===== src/rtl/ucg_pkg.sv =====
// ucg_pkg: shared types, constants and the CAN ID table of the UART/CAN frame gateway.
// Used by every module of the gateway and by its checker.
package ucg_pkg;

  localparam int FRAME_BYTES_DEF   = 12;
  localparam int TABLE_ENTRIES_DEF = 11;
  localparam int MAX_FRAME_BYTES   = 12;
  localparam int ID_TABLE_LEN      = 11;
  localparam int UART_BEATS        = 14;
  localparam int QUEUE_DEPTH       = 2;

  localparam int MBOX_W     = 4;
  localparam int PAYLOAD_W  = 64;
  localparam int BYTE_W     = 8;
  localparam int CAN_ID_W   = 11;
  localparam int S_DATA_W   = 88;
  localparam int M_DATA_W   = 80;
  localparam int CFG_IDX_W  = 2;
  localparam int CFG_DATA_W = 11;

  typedef enum logic [CFG_IDX_W-1:0] {
    CFG_SYNC  = 2'd0,
    CFG_END   = 2'd1,
    CFG_REPLY = 2'd2
  } cfg_idx_e;

  localparam logic [31:0] ID_TABLE [ID_TABLE_LEN] = '{
    32'h111, 32'h112, 32'h130, 32'h131, 32'h140, 32'h141,
    32'h150, 32'h151, 32'h101, 32'h160, 32'h161
  };

  typedef struct packed {
    logic                  to_uart;
    logic [MBOX_W-1:0]     mailbox;
    logic [PAYLOAD_W-1:0]  payload;
  } job_t;

  typedef struct packed {
    logic valid;
    job_t job;
  } q_wr_t;

endpackage


===== src/rtl/ucg_front.sv =====
// ucg_front: UART frame parser and CAN reply-ID filter; turns accepted beats into jobs.
// Depends on ucg_pkg.
module ucg_front #(
  parameter int FRAME_BYTES   = ucg_pkg::FRAME_BYTES_DEF,
  parameter int TABLE_ENTRIES = ucg_pkg::TABLE_ENTRIES_DEF
) (
  input  logic                          clk_i,
  input  logic                          rst_ni,
  input  logic                          in_valid_i,
  input  logic                          func_i,
  input  logic [ucg_pkg::BYTE_W-1:0]    rx_byte_i,
  input  logic [ucg_pkg::CAN_ID_W-1:0]  frame_id_i,
  input  logic [ucg_pkg::PAYLOAD_W-1:0] payload_i,
  input  logic [ucg_pkg::BYTE_W-1:0]    sync_byte_i,
  input  logic [ucg_pkg::CAN_ID_W-1:0]  reply_id_i,
  output ucg_pkg::q_wr_t                q_wr_o
);
  import ucg_pkg::*;

  localparam int IdxW   = $clog2(FRAME_BYTES);
  localparam int MatchN = (TABLE_ENTRIES < ID_TABLE_LEN) ? TABLE_ENTRIES : ID_TABLE_LEN;
  localparam logic [IdxW-1:0] LastIdx = IdxW'(FRAME_BYTES - 1);

  logic            collecting_q, collecting_d;
  logic [IdxW-1:0] idx_q, idx_d;
  logic [BYTE_W-1:0] store_q [FRAME_BYTES];
  logic [BYTE_W-1:0] fb [MAX_FRAME_BYTES];
  logic [31:0]       frame_id;
  logic [PAYLOAD_W-1:0] frame_pay;
  logic              hit;
  logic [MBOX_W-1:0] mbox;
  logic              uart_beat;
  logic              frame_done;

  assign uart_beat  = in_valid_i && !func_i;
  assign frame_done = uart_beat && collecting_q && (idx_q == LastIdx);

  always_comb begin
    collecting_d = collecting_q;
    idx_d        = idx_q;
    if (uart_beat) begin
      if (!collecting_q) begin
        if (rx_byte_i == sync_byte_i) begin
          collecting_d = 1'b1;
          idx_d        = '0;
        end
      end else if (idx_q == LastIdx) begin
        collecting_d = 1'b0;
        idx_d        = '0;
      end else begin
        idx_d = idx_q + 1'b1;
      end
    end
  end

  always_ff @(posedge clk_i or negedge rst_ni) begin
    if (!rst_ni) begin
      collecting_q <= 1'b0;
      idx_q        <= '0;
    end else begin
      collecting_q <= collecting_d;
      idx_q        <= idx_d;
    end
  end

  always_ff @(posedge clk_i) begin
    if (uart_beat && collecting_q) begin
      store_q[idx_q] <= rx_byte_i;
    end
  end

  for (genvar p = 0; p < MAX_FRAME_BYTES; p++) begin : g_fb
    if (p < FRAME_BYTES - 1) begin : g_stored
      assign fb[p] = store_q[p];
    end else if (p == FRAME_BYTES - 1) begin : g_incoming
      assign fb[p] = rx_byte_i;
    end else begin : g_zero
      assign fb[p] = '0;
    end
  end

  assign frame_id  = {fb[0], fb[1], fb[2], fb[3]};
  assign frame_pay = {fb[4], fb[5], fb[6], fb[7], fb[8], fb[9], fb[10], fb[11]};

  always_comb begin
    hit  = 1'b0;
    mbox = '0;
    for (int i = MatchN - 1; i >= 0; i--) begin
      if (frame_id == ID_TABLE[i]) begin
        hit  = 1'b1;
        mbox = MBOX_W'(i);
      end
    end
  end

  always_comb begin
    q_wr_o.valid       = 1'b0;
    q_wr_o.job.to_uart = func_i;
    q_wr_o.job.mailbox = '0;
    q_wr_o.job.payload = payload_i;
    if (in_valid_i && func_i) begin
      q_wr_o.valid = (frame_id_i == reply_id_i);
    end else begin
      q_wr_o.valid       = frame_done && hit;
      q_wr_o.job.mailbox = mbox;
      q_wr_o.job.payload = frame_pay;
    end
  end

endmodule


===== src/rtl/ucg_fifo.sv =====
// ucg_fifo: short job queue between the parser and the output sequencer.
// Depends on ucg_pkg.
module ucg_fifo #(
  parameter int DEPTH = ucg_pkg::QUEUE_DEPTH
) (
  input  logic           clk_i,
  input  logic           rst_ni,
  input  ucg_pkg::q_wr_t wr_i,
  input  logic           pop_i,
  output logic           full_o,
  output logic           valid_o,
  output ucg_pkg::job_t  head_o
);
  import ucg_pkg::*;

  localparam int PtrW = (DEPTH > 1) ? $clog2(DEPTH) : 1;
  localparam int CntW = $clog2(DEPTH + 1);
  localparam logic [PtrW-1:0] LastPtr = PtrW'(DEPTH - 1);
  localparam logic [CntW-1:0] Full    = CntW'(DEPTH);

  job_t            mem_q [DEPTH];
  logic [PtrW-1:0] wptr_q, rptr_q;
  logic [CntW-1:0] cnt_q;
  logic            push, pop;

  assign push    = wr_i.valid && !full_o;
  assign pop     = pop_i && valid_o;
  assign full_o  = (cnt_q == Full);
  assign valid_o = (cnt_q != '0);
  assign head_o  = mem_q[rptr_q];

  always_ff @(posedge clk_i or negedge rst_ni) begin
    if (!rst_ni) begin
      wptr_q <= '0;
      rptr_q <= '0;
      cnt_q  <= '0;
    end else begin
      if (push) begin
        wptr_q <= (wptr_q == LastPtr) ? '0 : wptr_q + 1'b1;
      end
      if (pop) begin
        rptr_q <= (rptr_q == LastPtr) ? '0 : rptr_q + 1'b1;
      end
      if (push && !pop) begin
        cnt_q <= cnt_q + 1'b1;
      end else if (pop && !push) begin
        cnt_q <= cnt_q - 1'b1;
      end
    end
  end

  always_ff @(posedge clk_i) begin
    if (push) begin
      mem_q[wptr_q] <= wr_i.job;
    end
  end

endmodule


===== src/rtl/ucg_back.sv =====
// ucg_back: output sequencer; expands queued jobs into result beats in an output register.
// Depends on ucg_pkg.
module ucg_back (
  input  logic                          clk_i,
  input  logic                          rst_ni,
  input  logic                          head_valid_i,
  input  ucg_pkg::job_t                 head_i,
  output logic                          pop_o,
  input  logic [ucg_pkg::BYTE_W-1:0]    sync_byte_i,
  input  logic [ucg_pkg::BYTE_W-1:0]    end_byte_i,
  input  logic [ucg_pkg::CAN_ID_W-1:0]  reply_id_i,
  input  logic                          m_ready_i,
  output logic                          m_valid_o,
  output logic                          m_kind_o,
  output logic                          m_last_o,
  output logic [ucg_pkg::MBOX_W-1:0]    m_mailbox_o,
  output logic [ucg_pkg::PAYLOAD_W-1:0] m_payload_o,
  output logic [ucg_pkg::BYTE_W-1:0]    m_byte_o
);
  import ucg_pkg::*;

  localparam logic [3:0] BEAT_SYNC  = 4'd0;
  localparam logic [3:0] BEAT_ID0   = 4'd1;
  localparam logic [3:0] BEAT_ID1   = 4'd2;
  localparam logic [3:0] BEAT_ID2   = 4'd3;
  localparam logic [3:0] BEAT_ID3   = 4'd4;
  localparam logic [3:0] BEAT_DATA0 = 4'd5;
  localparam logic [3:0] BEAT_DATA7 = 4'd12;
  localparam logic [3:0] BEAT_END   = 4'(UART_BEATS - 1);

  logic       busy_q;
  logic [3:0] beat_q;
  job_t       job_q;
  logic       m_valid_q, m_kind_q, m_last_q;
  logic [MBOX_W-1:0]    m_mailbox_q;
  logic [PAYLOAD_W-1:0] m_payload_q;
  logic [BYTE_W-1:0]    m_byte_q;

  job_t        cur;
  logic [3:0]  beat;
  logic [2:0]  k;
  logic        have, out_free, fire, final_beat;
  logic [BYTE_W-1:0] uart_byte;

  assign cur        = busy_q ? job_q : head_i;
  assign beat       = busy_q ? beat_q : BEAT_SYNC;
  assign have       = busy_q || head_valid_i;
  assign out_free   = !m_valid_q || m_ready_i;
  assign fire       = have && out_free;
  assign final_beat = !cur.to_uart || (beat == BEAT_END);
  assign pop_o      = fire && !busy_q;
  assign k          = 3'(beat - BEAT_DATA0);

  always_comb begin
    case (beat) inside
      BEAT_SYNC:              uart_byte = sync_byte_i;
      BEAT_ID0, BEAT_ID1:     uart_byte = '0;
      BEAT_ID2:               uart_byte = BYTE_W'(reply_id_i[CAN_ID_W-1:BYTE_W]);
      BEAT_ID3:               uart_byte = reply_id_i[BYTE_W-1:0];
      [BEAT_DATA0:BEAT_DATA7]: uart_byte = cur.payload[(3'd7 - k) * 8 +: 8];
      BEAT_END:               uart_byte = end_byte_i;
      default:                uart_byte = '0;
    endcase
  end

  always_ff @(posedge clk_i or negedge rst_ni) begin
    if (!rst_ni) begin
      m_valid_q <= 1'b0;
      busy_q    <= 1'b0;
      beat_q    <= BEAT_SYNC;
    end else begin
      if (fire) begin
        m_valid_q <= 1'b1;
        if (final_beat) begin
          busy_q <= 1'b0;
        end else if (!busy_q) begin
          busy_q <= 1'b1;
          beat_q <= BEAT_ID0;
        end else begin
          beat_q <= beat_q + 1'b1;
        end
      end else if (m_ready_i) begin
        m_valid_q <= 1'b0;
      end
    end
  end

  always_ff @(posedge clk_i) begin
    if (pop_o && !final_beat) begin
      job_q <= head_i;
    end
    if (fire) begin
      m_kind_q    <= cur.to_uart;
      m_last_q    <= final_beat;
      m_mailbox_q <= cur.to_uart ? '0 : cur.mailbox;
      m_payload_q <= cur.to_uart ? '0 : cur.payload;
      m_byte_q    <= cur.to_uart ? uart_byte : '0;
    end
  end

  assign m_valid_o   = m_valid_q;
  assign m_kind_o    = m_kind_q;
  assign m_last_o    = m_last_q;
  assign m_mailbox_o = m_mailbox_q;
  assign m_payload_o = m_payload_q;
  assign m_byte_o    = m_byte_q;

endmodule


===== src/rtl/uart_can_frame_gateway_unit.sv =====
// uart_can_frame_gateway_unit: top level of the UART/CAN frame gateway.
// Depends on ucg_pkg, ucg_front, ucg_fifo and ucg_back.
//
// Slave stream: tuser selects the source (0 = UART byte, 1 = CAN frame); tdata carries the
// UART byte, the CAN ID and the 8 CAN data bytes. Master stream: tuser is the result kind
// (0 = CAN transmit request, 1 = UART byte), tlast marks the final beat of a result run.
// A UART frame is a sync byte and FRAME_BYTES bytes; a table hit gives one CAN request.
// A CAN frame with the reply ID gives 14 UART beats: sync, 4 ID bytes, 8 data bytes, end.
// Configuration: cfg_we_i writes register cfg_index_i (0 sync, 1 end, 2 reply ID) at once.
// Throughput: one input beat per cycle while the two-entry job queue has room; one output
// beat per cycle while the master side is ready.
// A completed job is first written into the job queue, then the output sequencer takes it
// into the output register that drives the master side.
// Reset: parser returns to waiting for sync, registers take their defaults, the queue and the
// output register empty.
// Master stall: the output register holds its beat; the queue fills, then tready drops.
module uart_can_frame_gateway_unit #(
  parameter int FRAME_BYTES   = ucg_pkg::FRAME_BYTES_DEF,
  parameter int TABLE_ENTRIES = ucg_pkg::TABLE_ENTRIES_DEF
) (
  input  logic                           clk_i,
  input  logic                           rst_ni,
  input  logic                           s_axis_tvalid_i,
  output logic                           s_axis_tready_o,
  input  logic                           s_axis_tuser_i,  // func
  input  logic [ucg_pkg::S_DATA_W-1:0]   s_axis_tdata_i,  // rx_byte, frame_id, frame_payload
  output logic                           m_axis_tvalid_o,
  input  logic                           m_axis_tready_i,
  output logic                           m_axis_tuser_o,  // kind
  output logic                           m_axis_tlast_o,  // last
  output logic [ucg_pkg::M_DATA_W-1:0]   m_axis_tdata_o,  // mailbox, tx_payload, tx_byte
  input  logic                           cfg_we_i,
  input  logic [ucg_pkg::CFG_IDX_W-1:0]  cfg_index_i,
  input  logic [ucg_pkg::CFG_DATA_W-1:0] cfg_data_i
);
  import ucg_pkg::*;

  logic [BYTE_W-1:0]   sync_byte_q, end_byte_q;
  logic [CAN_ID_W-1:0] reply_id_q;
  q_wr_t               q_wr;
  job_t                head;
  logic                q_full, q_valid, pop, accept;
  logic                m_kind, m_last;
  logic [MBOX_W-1:0]    m_mailbox;
  logic [PAYLOAD_W-1:0] m_payload;
  logic [BYTE_W-1:0]    m_byte;

  assign s_axis_tready_o = !q_full;
  assign accept          = s_axis_tvalid_i && !q_full;

  always_ff @(posedge clk_i or negedge rst_ni) begin
    if (!rst_ni) begin
      sync_byte_q <= 8'd128;
      end_byte_q  <= 8'd13;
      reply_id_q  <= 11'd368;
    end else if (cfg_we_i) begin
      case (cfg_idx_e'(cfg_index_i))
        CFG_SYNC:  sync_byte_q <= cfg_data_i[BYTE_W-1:0];
        CFG_END:   end_byte_q  <= cfg_data_i[BYTE_W-1:0];
        CFG_REPLY: reply_id_q  <= cfg_data_i[CAN_ID_W-1:0];
        default: ;
      endcase
    end
  end

  ucg_front #(
    .FRAME_BYTES  (FRAME_BYTES),
    .TABLE_ENTRIES(TABLE_ENTRIES)
  ) u_front (
    .clk_i      (clk_i),
    .rst_ni     (rst_ni),
    .in_valid_i (accept),
    .func_i     (s_axis_tuser_i),
    .rx_byte_i  (s_axis_tdata_i[7:0]),
    .frame_id_i (s_axis_tdata_i[18:8]),
    .payload_i  (s_axis_tdata_i[82:19]),
    .sync_byte_i(sync_byte_q),
    .reply_id_i (reply_id_q),
    .q_wr_o     (q_wr)
  );

  ucg_fifo #(
    .DEPTH(QUEUE_DEPTH)
  ) u_fifo (
    .clk_i  (clk_i),
    .rst_ni (rst_ni),
    .wr_i   (q_wr),
    .pop_i  (pop),
    .full_o (q_full),
    .valid_o(q_valid),
    .head_o (head)
  );

  ucg_back u_back (
    .clk_i       (clk_i),
    .rst_ni      (rst_ni),
    .head_valid_i(q_valid),
    .head_i      (head),
    .pop_o       (pop),
    .sync_byte_i (sync_byte_q),
    .end_byte_i  (end_byte_q),
    .reply_id_i  (reply_id_q),
    .m_ready_i   (m_axis_tready_i),
    .m_valid_o   (m_axis_tvalid_o),
    .m_kind_o    (m_kind),
    .m_last_o    (m_last),
    .m_mailbox_o (m_mailbox),
    .m_payload_o (m_payload),
    .m_byte_o    (m_byte)
  );

  assign m_axis_tuser_o = m_kind;
  assign m_axis_tlast_o = m_last;
  assign m_axis_tdata_o = {4'b0, m_byte, m_payload, m_mailbox};

endmodule


===== config.mk =====
export PLATFORM = sky130hd
export DESIGN_NAME = uart_can_frame_gateway_unit
export DESIGN_NICKNAME = d
export VERILOG_FILES = /design/src/rtl/ucg_pkg.sv /design/src/rtl/ucg_front.sv /design/src/rtl/ucg_fifo.sv /design/src/rtl/ucg_back.sv /design/src/rtl/uart_can_frame_gateway_unit.sv
export SDC_FILE = /design/constraint.sdc
export NUM_CORES = 1
export LEC_CHECK = 0
export BUFFER_PORTS_ARGS = -buffer_cell sky130_fd_sc_hd__buf_2
export CAP_MARGIN = 20
export CORE_ASPECT_RATIO = 2
export CORE_MARGIN = 1
export CORE_UTILIZATION = 49
export DETAILED_ROUTE_END_ITERATION = 8
export GPL_TIMING_DRIVEN = 0
export PLACE_DENSITY = 0.69
export SETUP_SLACK_MARGIN = 0.15
export SLEW_MARGIN = 10
export SYNTH_ARGS = -nofsm -noshare
export SYNTH_HDL_FRONTEND = slang
export SYNTH_SLANG_ARGS = --single-unit

===== constraint.sdc =====
create_clock -name clk_i -period 9.5 [get_ports clk_i]
set_input_delay 0 -clock clk_i [delete_from_list [all_inputs] [get_ports clk_i]]
set_output_delay 0 -clock clk_i [all_outputs]
set_load 0.01 [all_outputs]

**Yosys cells after proc, flatten, opt, wreduce, memory -nomap -nowiden**

Memories as Yosys holds them, arrays and structs flattened.
Index checks and enable logic that the tools add are counted.
Widths: inputs -> output; s select.

- Add/subtract/negate cells: 8
- Magnitude comparators: 2
- Equality and inequality tests: 22
- Shift operators: 1
- Multiplexer cells: 50
- Bitwise operators: 1
- Reductions and logical operators: 37

Operators by type and width:

| cell | number |
|---|---|
| $eq 32x9->1 const B | 11 |
| $mux 69 | 1 |
| $mux 68 | 1 |
| $mux 4 | 16 |
| $shiftx 64x33->8 | 1 |
| $mux 8 | 6 |
| $mux 1 | 24 |
| $logic_and 1x1->1 | 14 |
| $eq 11x11->1 | 1 |
| $reduce_and 2->1 | 5 |
| $add 4x1->4 const B | 2 |
| $eq 4x2->1 const B | 2 |
| $eq 4x4->1 const B | 2 |
| $eq 8x8->1 | 1 |
| $logic_not 1->1 | 8 |
| $reduce_bool 2->1 | 4 |
| $eq 2x2->1 const B | 2 |
| $eq 4x1->1 const B | 1 |
| $eq 4x3->1 const B | 1 |
| $ge 4x3->1 const B | 1 |
| $le 4x4->1 const B | 1 |
| $logic_not 4->1 | 1 |
| $mux 2 | 2 |
| $sub 3x3->4 const A | 1 |
| other kinds (9) | 12 |

- Flip-flop bits (word level): 189
- Memory bits (writable): 234
- Input bits: 107
- Output and inout bits: 84
- Logic and storage cells: 142
- Memories: 2

Memories:

| memory | depth | width | read ports | clocked after Yosys merged registers in | write ports | line | RTL |
|---|---|---|---|---|---|---|---|
| u_fifo.mem_q | 2 | 69 | 1 | 0 | 1 | ucg_fifo.sv:21 | `job_t mem_q [DEPTH];` |
| u_front.store_q | 12 | 8 | 11 | 0 | 1 | ucg_front.sv:26 | `logic [BYTE_W-1:0] store_q [FRAME_BYTES];` |

**Longest topological paths before layout**

Gate-level depths: netlist of the first run.
An unclocked memory read counts as a cell.

- Word-level depth: 20
- Mapped depth: 13
- Mapped depth without buffers: 10

**Cells and area by module**

Synthesis of the first run repeated with hierarchy kept, for this count alone.

- Cells, all modules: 1053
- Area total of the unflattened synthesis: 17743.3 µm²

Modules (own cells, without submodules):

| module | instances | cells each | area an instance (µm²) | sequential area each (µm²) |
|---|---|---|---|---|
| ucg_back | 1 | 481 | 6885.4 | 4564.4 |
| ucg_fifo | 1 | 234 | 5529.1 | 4244.1 |
| ucg_front | 1 | 273 | 4250.3 | 2767.7 |
| uart_can_frame_gateway_unit | 1 | 65 | 1078.5 | 685.7 |

**Least setup slack after synthesis of the first run**

No wires, ideal clock.

- Path type: flip-flop to flip-flop
- Start: reg u_back.busy_q
- End: reg u_back.beat_q[3]
- Setup time: 0.279 ns
- Arrival time: 4.943 ns
- Data required time: 9.221 ns
- Setup slack: 4.278 ns
- Stages on the path, launching flop included: 9
- Path buffers: 2
- Period minus slack after synthesis: 5.222 ns
- Cell sequence: dfrtp_1 -> buf_2 -> nor3_1 -> nor2_1 -> and3_1 -> clkbuf_1 -> nand4_1 -> xnor2_1 -> nor2_1

- Elaborated cells between the ends (all ways): 10
- Those cells by class: 1 x eq/ne; 3 x mux; 1 x bitwise; 5 x reduce/logical

RTL lines:

| element | line | RTL |
|---|---|---|
| start, declared | ucg_back.sv:31 | `logic busy_q;` |
| start signal, assigned | ucg_back.sv:69 | `busy_q <= 1'b0;` |
| start signal, assigned | ucg_back.sv:75 | `busy_q <= 1'b0;` |
| start signal, assigned | ucg_back.sv:77 | `busy_q <= 1'b1;` |
| $logic_or 1x1->1 | ucg_back.sv:47 | `assign have = busy_q \|\| head_valid_i;` |
| $logic_and 1x1->1 | ucg_back.sv:49 | `assign fire = have && out_free;` |
| named net u_back.fire | ucg_back.sv:42 | `logic have, out_free, fire, final_beat;` |
| $reduce_and 2->1 (no line) | n/a |  |
| end signal, assigned | ucg_back.sv:80 | `beat_q <= beat_q + 1'b1;` |
| end, declared | ucg_back.sv:32 | `logic [3:0] beat_q;` |

The timed path passes the listed nets, and every way through them passes these cells.
A chain may end at the register's enable or synchronous reset.

**Worst setup path in the final report of the first run**

- Start: reg u_back.busy_q
- End: reg u_back.m_byte_q[7] (netlist: u_back.m_byte_o[7]) (data pin)

- Cells in the longest elaborated chain, start to end: 9
- Elaborated cells between the ends (all ways): 21
- Those cells by class: 2 x add/sub; 2 x order compare; 5 x eq/ne; 1 x shift; 8 x mux; 3 x reduce/logical

RTL lines:

| element | line | RTL |
|---|---|---|
| $mux 4 | ucg_back.sv:46 | `assign beat = busy_q ? beat_q : BEAT_SYNC;` |
| $sub 3x3->3 | ucg_back.sv:52 | `assign k = 3'(beat - BEAT_DATA0);` |
| $sub 3x3->4 | ucg_back.sv:60 | `[BEAT_DATA0:BEAT_DATA7]: uart_byte = cur.payload[(3'd7 - k) * 8 +: 8];` |
| $shiftx 64x33->8 | ucg_back.sv:60 |  |
| $mux 8 (5 in series) | ucg_back.sv:55 | `case (beat) inside` |
| end signal, assigned | ucg_back.sv:97 | `m_byte_q <= cur.to_uart ? uart_byte : '0;` |
| end, declared | ucg_back.sv:37 | `logic [BYTE_W-1:0] m_byte_q;` |

Parallel ways exist; a longest one is shown, timed or not.

==> reports/qor.log, run 1 <==
INFO  status         status=complete, no violations
INFO  power          power_density_of_the_placed_cells=283.6nW/um2
INFO  setup_path     timing.critical_path.fanout_max=10
INFO  placed_design  postPlaceCellArea=19,030um2
INFO  setup_path     start_kind=flip-flop
INFO  synthesis      synth_cells=1,147
INFO  setup_path     slowest_stage_delay_cp=480ps
INFO  placed_design  dp_hpwl=33.96mm
INFO  synthesis      count_of_yosys_warnings_during_synthesis=0
INFO  floorplan      die-area=36,220um2
INFO  global_route   antenna_found_initial=0
INFO  detailed_routing vias_post_dr=10,848
INFO  sta            worstMarginPinSlew=933.0ps
INFO  layout         most_common_cell_after_layout_fill_and_taps_aside=edfxtp_1
INFO  setup_path     worst_path_most_repeated_cell=buf_2
INFO  detailed_routing dr.pass1.iters=4
INFO  floorplan      core_region_area=34,950um2
INFO  sta            finalCriticalPeriod=4045ps
INFO  placed_design  port_buffers=181
INFO  synthesis      syn-cell-area=17,350um2
INFO  clock_network  clock_tree.root_cell=clkbuf_16
INFO  synthesis      ys_seq_area_frac=0.7066
INFO  clock_network  worst_setup_hold_path_clk_slew=70ps
INFO  floorplan      dieHeight=268.1um
INFO  detailed_routing postRouteAntennaNets=0
INFO  setup_path     cp_cell_sequence=buf_2 > buf_2 > buf_1 > nand2_1 > ha_1 > buf_6 > buf_2 > or3_1 > o21ai_1 > nand2_1 > nor3_1 > o21ai_0 > o221ai_1
INFO  synthesis      mean_syn_cell_area=15.13um2
INFO  layout         total_nets_final=1,587
INFO  floorplan      placementRows=97
INFO  power          max-vdd-ir-drop=0.1833mV
INFO  synthesis      yosys.cell_types.count=65
INFO  clock_network  clkLatencyLatePin=540ps
INFO  global_route   grt_use_total=0.2642
INFO  setup_path     cp.required=9860ps
INFO  layout         layout.cells.most_common_list=edfxtp_1, buf_2, mux2_2
INFO  detailed_routing drt_first_iter_violations=790
INFO  synthesis      synth_top_flop_cell=edfxtp_1
INFO  synthesis      ys_seq_elements=415
INFO  sta            setup_viol_count_final=0
INFO  detailed_routing dr.max_layer_used=met4
INFO  sta            final.period_utilization=0.4258
INFO  setup_path     timing.setup.critical_path_class=flip-flop to flip-flop
INFO  detailed_routing postRouteWirelength=46.89mm
INFO  clock_network  max-clock-path-buffers=3
INFO  setup_path     r2r_slack=5450ps
INFO  detailed_routing drt-wirelength-per-cell=24.16um
INFO  synthesis      synth_edf_count=373
INFO  sta            timing.fmax=0.2472GHz
INFO  clock_network  ctsHtreeMaxLevel=2
INFO  global_route   grt_remaining_overflow=0
INFO  sta            hold_viol=0
INFO  power          power_leakage=0.007760uW
INFO  detailed_routing met2_wirelength=25.77mm
INFO  floorplan      die_w=135.1um
INFO  layout         drive_above_1_share=0.3122
INFO  detailed_routing detailroute.wirelength.met3=2.073mm
INFO  clock_network  postCtsResizedCells=0
INFO  global_route   grt_max_degree=43
INFO  clock_network  cts.repair_timing.setup_buffer_count=0
INFO  clock_network  cts_inserted_buffers=37
INFO  clock_network  cts_tree=built
INFO  flow_run       cap_viol_max_count=0
INFO  setup_path     crit_arrival=4410ps
INFO  detailed_routing via_density_per_instance=5.589
INFO  hold_path      hold_path.class=input pin to async pin
INFO  layout         diodes=0
INFO  sta            fin_tns_setup=0ps
INFO  placed_design  gp_congestion=0.9084
INFO  synthesis      async_s_r_ff_share_synth=0.1012
INFO  detailed_routing drt-met1-wl=16.54mm
INFO  floorplan      initial_core_util=0.4965
INFO  global_route   first_pass_grt_wire_length=68.03mm
INFO  clock_network  clkSinkCount=415
INFO  global_route   via_count_of_the_first_global_routing_pass=10,948
INFO  sta            finalMaxSlewViolations=0
INFO  layout         syn2layout_area_growth=22.47%
INFO  sta            max-slew-margin-rel=0.3780
INFO  sta            clock_skew=18.28ps
INFO  floorplan      floorplan.io_pins=191
INFO  layout         final_design_area_no_fill=21,250um2
INFO  clock_network  cts_hold_buffers=91
INFO  detailed_routing detail_route.drc_violations=0
INFO  setup_path     worst_setup_path_end_kind=flip-flop
INFO  setup_path     critPathSlowestCell=buf_1
INFO  sta            rsz_0062_raised_after_global_routing=false
[sequential cells by signal (all words and copies together) (netlist names), 2 cells and up]
signal	count
reply_id_q	11
u_fifo.mem_q	138
u_back.m_byte_o	8
u_back.m_payload_o	64
u_back.beat_q	4
u_front.store_q	88
u_front.idx_q	4
sync_byte_q	8
end_byte_q	8
u_back.m_mailbox_o	4
u_fifo.cnt_q	2
u_back.job_q	69
[layout make-up]
| type | count | area [um2] |
|---|---|---|
| clock buffers | 45 | 998.5 |
| fillers | 2699 | 13700 |
| clock inverters | 20 | 291.5 |
| well taps | 445 | 556.8 |
| inverters | 19 | 71.32 |
| multi-input cells | 656 | 4745 |
| plain buffers | 60 | 317.8 |
| flip-flops and latches | 415 | 12260 |
| repair buffers | 281 | 2012 |
[routing by layer]
metal  GRT usage  up-vias
li1            -     4928
met1      0.2862     5396
met2      0.4980      419
met3     0.02962      105
met4      0.1382        0
met5           0        -
[critical path, delay by kind of cell (launching register included)]
family          cells  cell delay [ps]
fa+ha+maj           1              260
flops               1              390
simple gates        4             1190
buf+inv             5             1400
compound gates      3              630
[synth_stat cells (8+ instances only)]
cell type  number  area, um2
edfxtp_1      373      11200
mux2_2        154       1734
nand2_1       150      563.0
a21oi_1        83      415.4
nor2_1         48      180.2
dfrtp_1        34      850.8
xnor2_1        25      219.0
buf_2          20      100.1
nor3_1         18      90.09
clkbuf_1       17      63.81
inv_1          17      63.81
buf_1          12      45.04
mux2i_1        11      110.1
ha_1           10      125.1
nand3_1         9      45.04
o21ai_0         9      45.04
and2_1          8      50.05
dfstp_2         8      210.2
nand4_1         8      50.05
[cell families after synthesis]
kind of cell               share of synthesized area
and+or+nand+nor                              0.07448
buffers and inverters                        0.02242
AOI/OAI and AO/OA                            0.05162
adders and majority gates                   0.007210
xor gates and xnor gates                     0.01694
other                                      0.0002161
DFF                                           0.7066
muxes                                         0.1205
[where the power goes]
group,total (uW),internal [uW],switching [uW],leakage [uW]
clock network,1610,944,664,0.000612
logic,1880,707,1170,0.00320
registers,2540,2400,146,0.00395
total,6030,4050,1980,0.00776
[through the flow]
stage / utilization / setup slack (ps) / cells / total power (uW) / hold slack (ps)
after global routing: 0.6081 / 5208 / 1941 / 6256 / 47.68
final: 0.6081 / 5455 / 1941 / 6028 / 15.50
after floorplan: - / 4278 / 1150 / 3685 / -295.6
after detailed placement: 0.5443 / 5441 / 1784 / 4417 / 224.7
after CTS: 0.6073 / 5414 / 1940 / 6047 / 142.0
after global placement: 0.5387 / 2140 / 1776 / 4388 / 221.4
[path summary, 6_finish.rpt]
path / from / end / cells after the start
setup / recovery: u_back.busy_q / u_back.m_byte_o[7] / 13
hold / removal: rst_ni / u_front.idx_q[3] / 2
setup reg to reg: u_back.busy_q / u_back.m_byte_o[7] / 13
hold reg to reg: end_byte_q[7] / end_byte_q[7] / 1
max in group asynchronous: rst_ni / reply_id_q[6] / 3
min in group clk_i: s_axis_tvalid_i / u_fifo.mem_q[0][64] / 4
(Power assumes the default switching activity.)
==> inputs of run 2 (changes only) <==
==> constraint.sdc (replaced) <==
create_clock -name clk_i -period 4.15 [get_ports clk_i]
set_input_delay 0 -clock clk_i [delete_from_list [all_inputs] [get_ports clk_i]]
set_output_delay 0 -clock clk_i [all_outputs]
set_load 0.01 [all_outputs]
==> run 2 against run 1 <==
Sequential cell count unchanged. Global-route usage increased by 0.067 points. Clock skew increased by 2.7 ps. Clock power increased by 100%. Via count about the same. Wire length increased by 0.32%. Power increased by 120%. Worst setup slack got worse by 5100 ps. Critical path type unchanged. Largest cell class unchanged.
==> reports/qor.log, run 2 (synthesis results as in run 1) <==
INFO  status         status=complete, no violations
INFO  layout         diodes=0 [unchanged]
INFO  setup_path     timing.setup.critical_path_class=flip-flop to flip-flop
INFO  clock_network  cts_inserted_buffers=37 [unchanged]
INFO  clock_network  ctsHtreeMaxLevel=2 [unchanged]
INFO  layout         largest-register=u_fifo.mem_q
INFO  layout         syn2layout_area_growth=21.87%
INFO  clock_network  cts.repair_timing.setup_buffer_count=0 [unchanged]
INFO  placed_design  port_buffers=181 [unchanged]
INFO  layout         layout.area.seq=12,260um2 [unchanged]
INFO  layout         largest_register_ff_count=138 [unchanged]
INFO  global_route   via_count_of_the_first_global_routing_pass=10,916 [-0.29%]
INFO  power          max-vdd-ir-drop=0.3719mV [+100%]
INFO  placed_design  gp_congestion=0.8975 [-1.2%]
INFO  clock_network  clkLatencyLatePin=540ps [about the same]
INFO  floorplan      floorplan.io_pins=191 [unchanged]
INFO  layout         drive_above_1_share=0.3130 [+0.0008777]
INFO  layout         layout.cells.most_common_list=edfxtp_1, buf_2, mux2_2
INFO  power          power_density_of_the_placed_cells=634.2nW/um2 [+120%]
INFO  clock_network  max-clock-path-buffers=3 [unchanged]
INFO  placed_design  dp_hpwl=33.99mm [+0.10%]
INFO  sta            final_critical_path_setup_slack=390.6ps [-5064 ps]
INFO  sta            finalMaxSlewViolations=0 [unchanged]
INFO  detailed_routing vias_post_dr=10,852 [+0.037%]
INFO  flow_run       cap_viol_max_count=0 [unchanged]
INFO  sta            timing.hold.ws=152.5ps [+137.0 ps]
INFO  placed_design  postPlaceCellArea=19,100um2 [+0.39%]
INFO  layout         n_fill_cell=2,719 [+0.74%]
INFO  layout         multi_input_comb_area=4745um2 [unchanged]
INFO  sta            clock_skew=20.99ps [+2.710 ps]
INFO  sta            worstMarginPinSlew=939.3ps [+6.318 ps]
INFO  detailed_routing postRouteWirelength=47.04mm [+0.32%]
INFO  clock_network  clock_tree.root_cell=clkbuf_16
INFO  sta            hold_viol=0 [unchanged]
INFO  layout         post-route-util=0.6051 [-0.002971]
INFO  floorplan      dieHeight=268.1um [unchanged]
INFO  floorplan      core_region_area=34,950um2 [unchanged]
INFO  floorplan      die-area=36,220um2 [unchanged]
INFO  sta            timing.fmax=0.2660GHz [+7.6%]
INFO  power          power_leakage=0.007709uW [-0.66%]
INFO  floorplan      die_w=135.1um [unchanged]
INFO  global_route   first_pass_grt_wire_length=67.85mm [-0.26%]
INFO  detailed_routing postRouteAntennaNets=0 [unchanged]
INFO  detailed_routing via_density_per_instance=5.594 [about the same]
INFO  sta            max-slew-margin-rel=0.3738 [-0.004212]
INFO  global_route   grt_remaining_overflow=0 [unchanged]
INFO  floorplan      placementRows=97 [unchanged]
INFO  sta            finalCriticalPeriod=3759ps [-286.0 ps]
INFO  sta            setup_viol_count_final=0 [unchanged]
INFO  layout         most_common_cell_after_layout_fill_and_taps_aside=edfxtp_1
INFO  global_route   grt_max_degree=43 [unchanged]
INFO  setup_path     start_kind=flip-flop
INFO  floorplan      initial_core_util=0.4965 [unchanged]
INFO  clock_network  cts_tree=built
INFO  sta            final.period_utilization=0.9059 [+0.4801]
INFO  detailed_routing dr.pass1.iters=7 [+3]
INFO  sta            rsz_0062_raised_after_global_routing=false
INFO  setup_path     worst_setup_path_end_kind=flip-flop
INFO  hold_path      hold_path.class=input pin to flip-flop
INFO  detailed_routing drt-wirelength-per-cell=24.24um [+0.37%]
INFO  detailed_routing detail_route.drc_violations=0 [unchanged]
INFO  placed_design  pre_cts_slack=157.7ps [-5283 ps]
INFO  layout         final_design_area_no_fill=21,150um2 [-0.49%]
INFO  layout         layout_top_registers=u_fifo.mem_q x138, u_front.store_q x88, u_back.job_q x69
INFO  setup_path     cp.required=4430ps [-5430 ps]
INFO  setup_path     crit_arrival=4040ps [-370 ps]
INFO  detailed_routing drt_first_iter_violations=699 [-12%]
INFO  layout         total_nets_final=1,589 [+0.13%]
INFO  setup_path     timing.critical_path.fanout_max=10 [unchanged]
INFO  global_route   grt_use_total=0.2649 [+0.0006678]
INFO  clock_network  clkSinkCount=415 [unchanged]
INFO  clock_network  worst_setup_hold_path_clk_slew=70ps [about the same]
INFO  sta            fin_tns_setup=0ps [unchanged]
INFO  global_route   antenna_found_initial=0 [unchanged]
==> run 2: worst paths after layout <==
check | startpoint | to | slack, ps | depth (start not counted)
max in group asynchronous | rst_ni | reply_id_q[8] | 3190 | 4
worst max-delay path | u_back.busy_q | u_back.m_byte_o[1] | 390 | 11
min in group asynchronous | rst_ni | u_fifo.wptr_q | 400 | 3
worst max register to register | u_back.busy_q | u_back.m_byte_o[1] | 390 | 11
worst min-delay path | s_axis_tvalid_i | u_fifo.mem_q[0][64] | 150 | 4
worst min register to register | end_byte_q[7] | end_byte_q[7] | 520 | 1
==> run 2: repair_timing <==
item                                    in CTS  in global routing
endpoints found under the setup margin       1                  0
hold buffers                                89                  1
endpoints found under the hold margin      273                  7
resized for setup                            1                  0
==> run 2: per-stage QoR <==
stage / power [uW] / std cells
2_1_floorplan: 8417 / 1150
3_3_place_gp: 10000 / 1776
3_5_place_dp: 10120 / 1787
4_1_cts: 13450 / 1938
5_1_grt: 13930 / 1940
6_report: 13410 / 1940
==> run 2: where the power goes <==
group	switching (uW)	leakage, uW	internal [uW]
Combinational	2670	0.00323	1630
Sequential	337	0.00395	5490
Clock	1520	0.000533	1770
Total	4530	0.00771	8890
==> run 2: routing by layer <==
metal  part of all wire  global-route usage
met1               0.36              0.2882
met2               0.55              0.5040
met3              0.039             0.02716
met4              0.050              0.1294
met5                  0                   0
==> run 2: critical path: stages, from the launching register on <==
cell and delay [ps]:
dfrtp_1 400, buf_2 270, buf_2 300, buf_2 310, nand2_1 150, ha_1 240
buf_6 150, xnor2_2 470, nor2b_1 120, a2111oi_0 420, o2111ai_1 370, a22o_1 310
==> run 2: final cells by class <==
| cell class | instances | area share |
|---|---|---|
| timing repair buffer | 283 | 0.09785 |
| inverter | 19 | 0.003372 |
| multi-input combinational | 656 | 0.2243 |
| clock inverter | 16 | 0.006448 |
| tap | 445 | 0.02633 |
| buffer | 60 | 0.01509 |
| sequential | 415 | 0.5797 |
| clock buffer | 46 | 0.04685 |
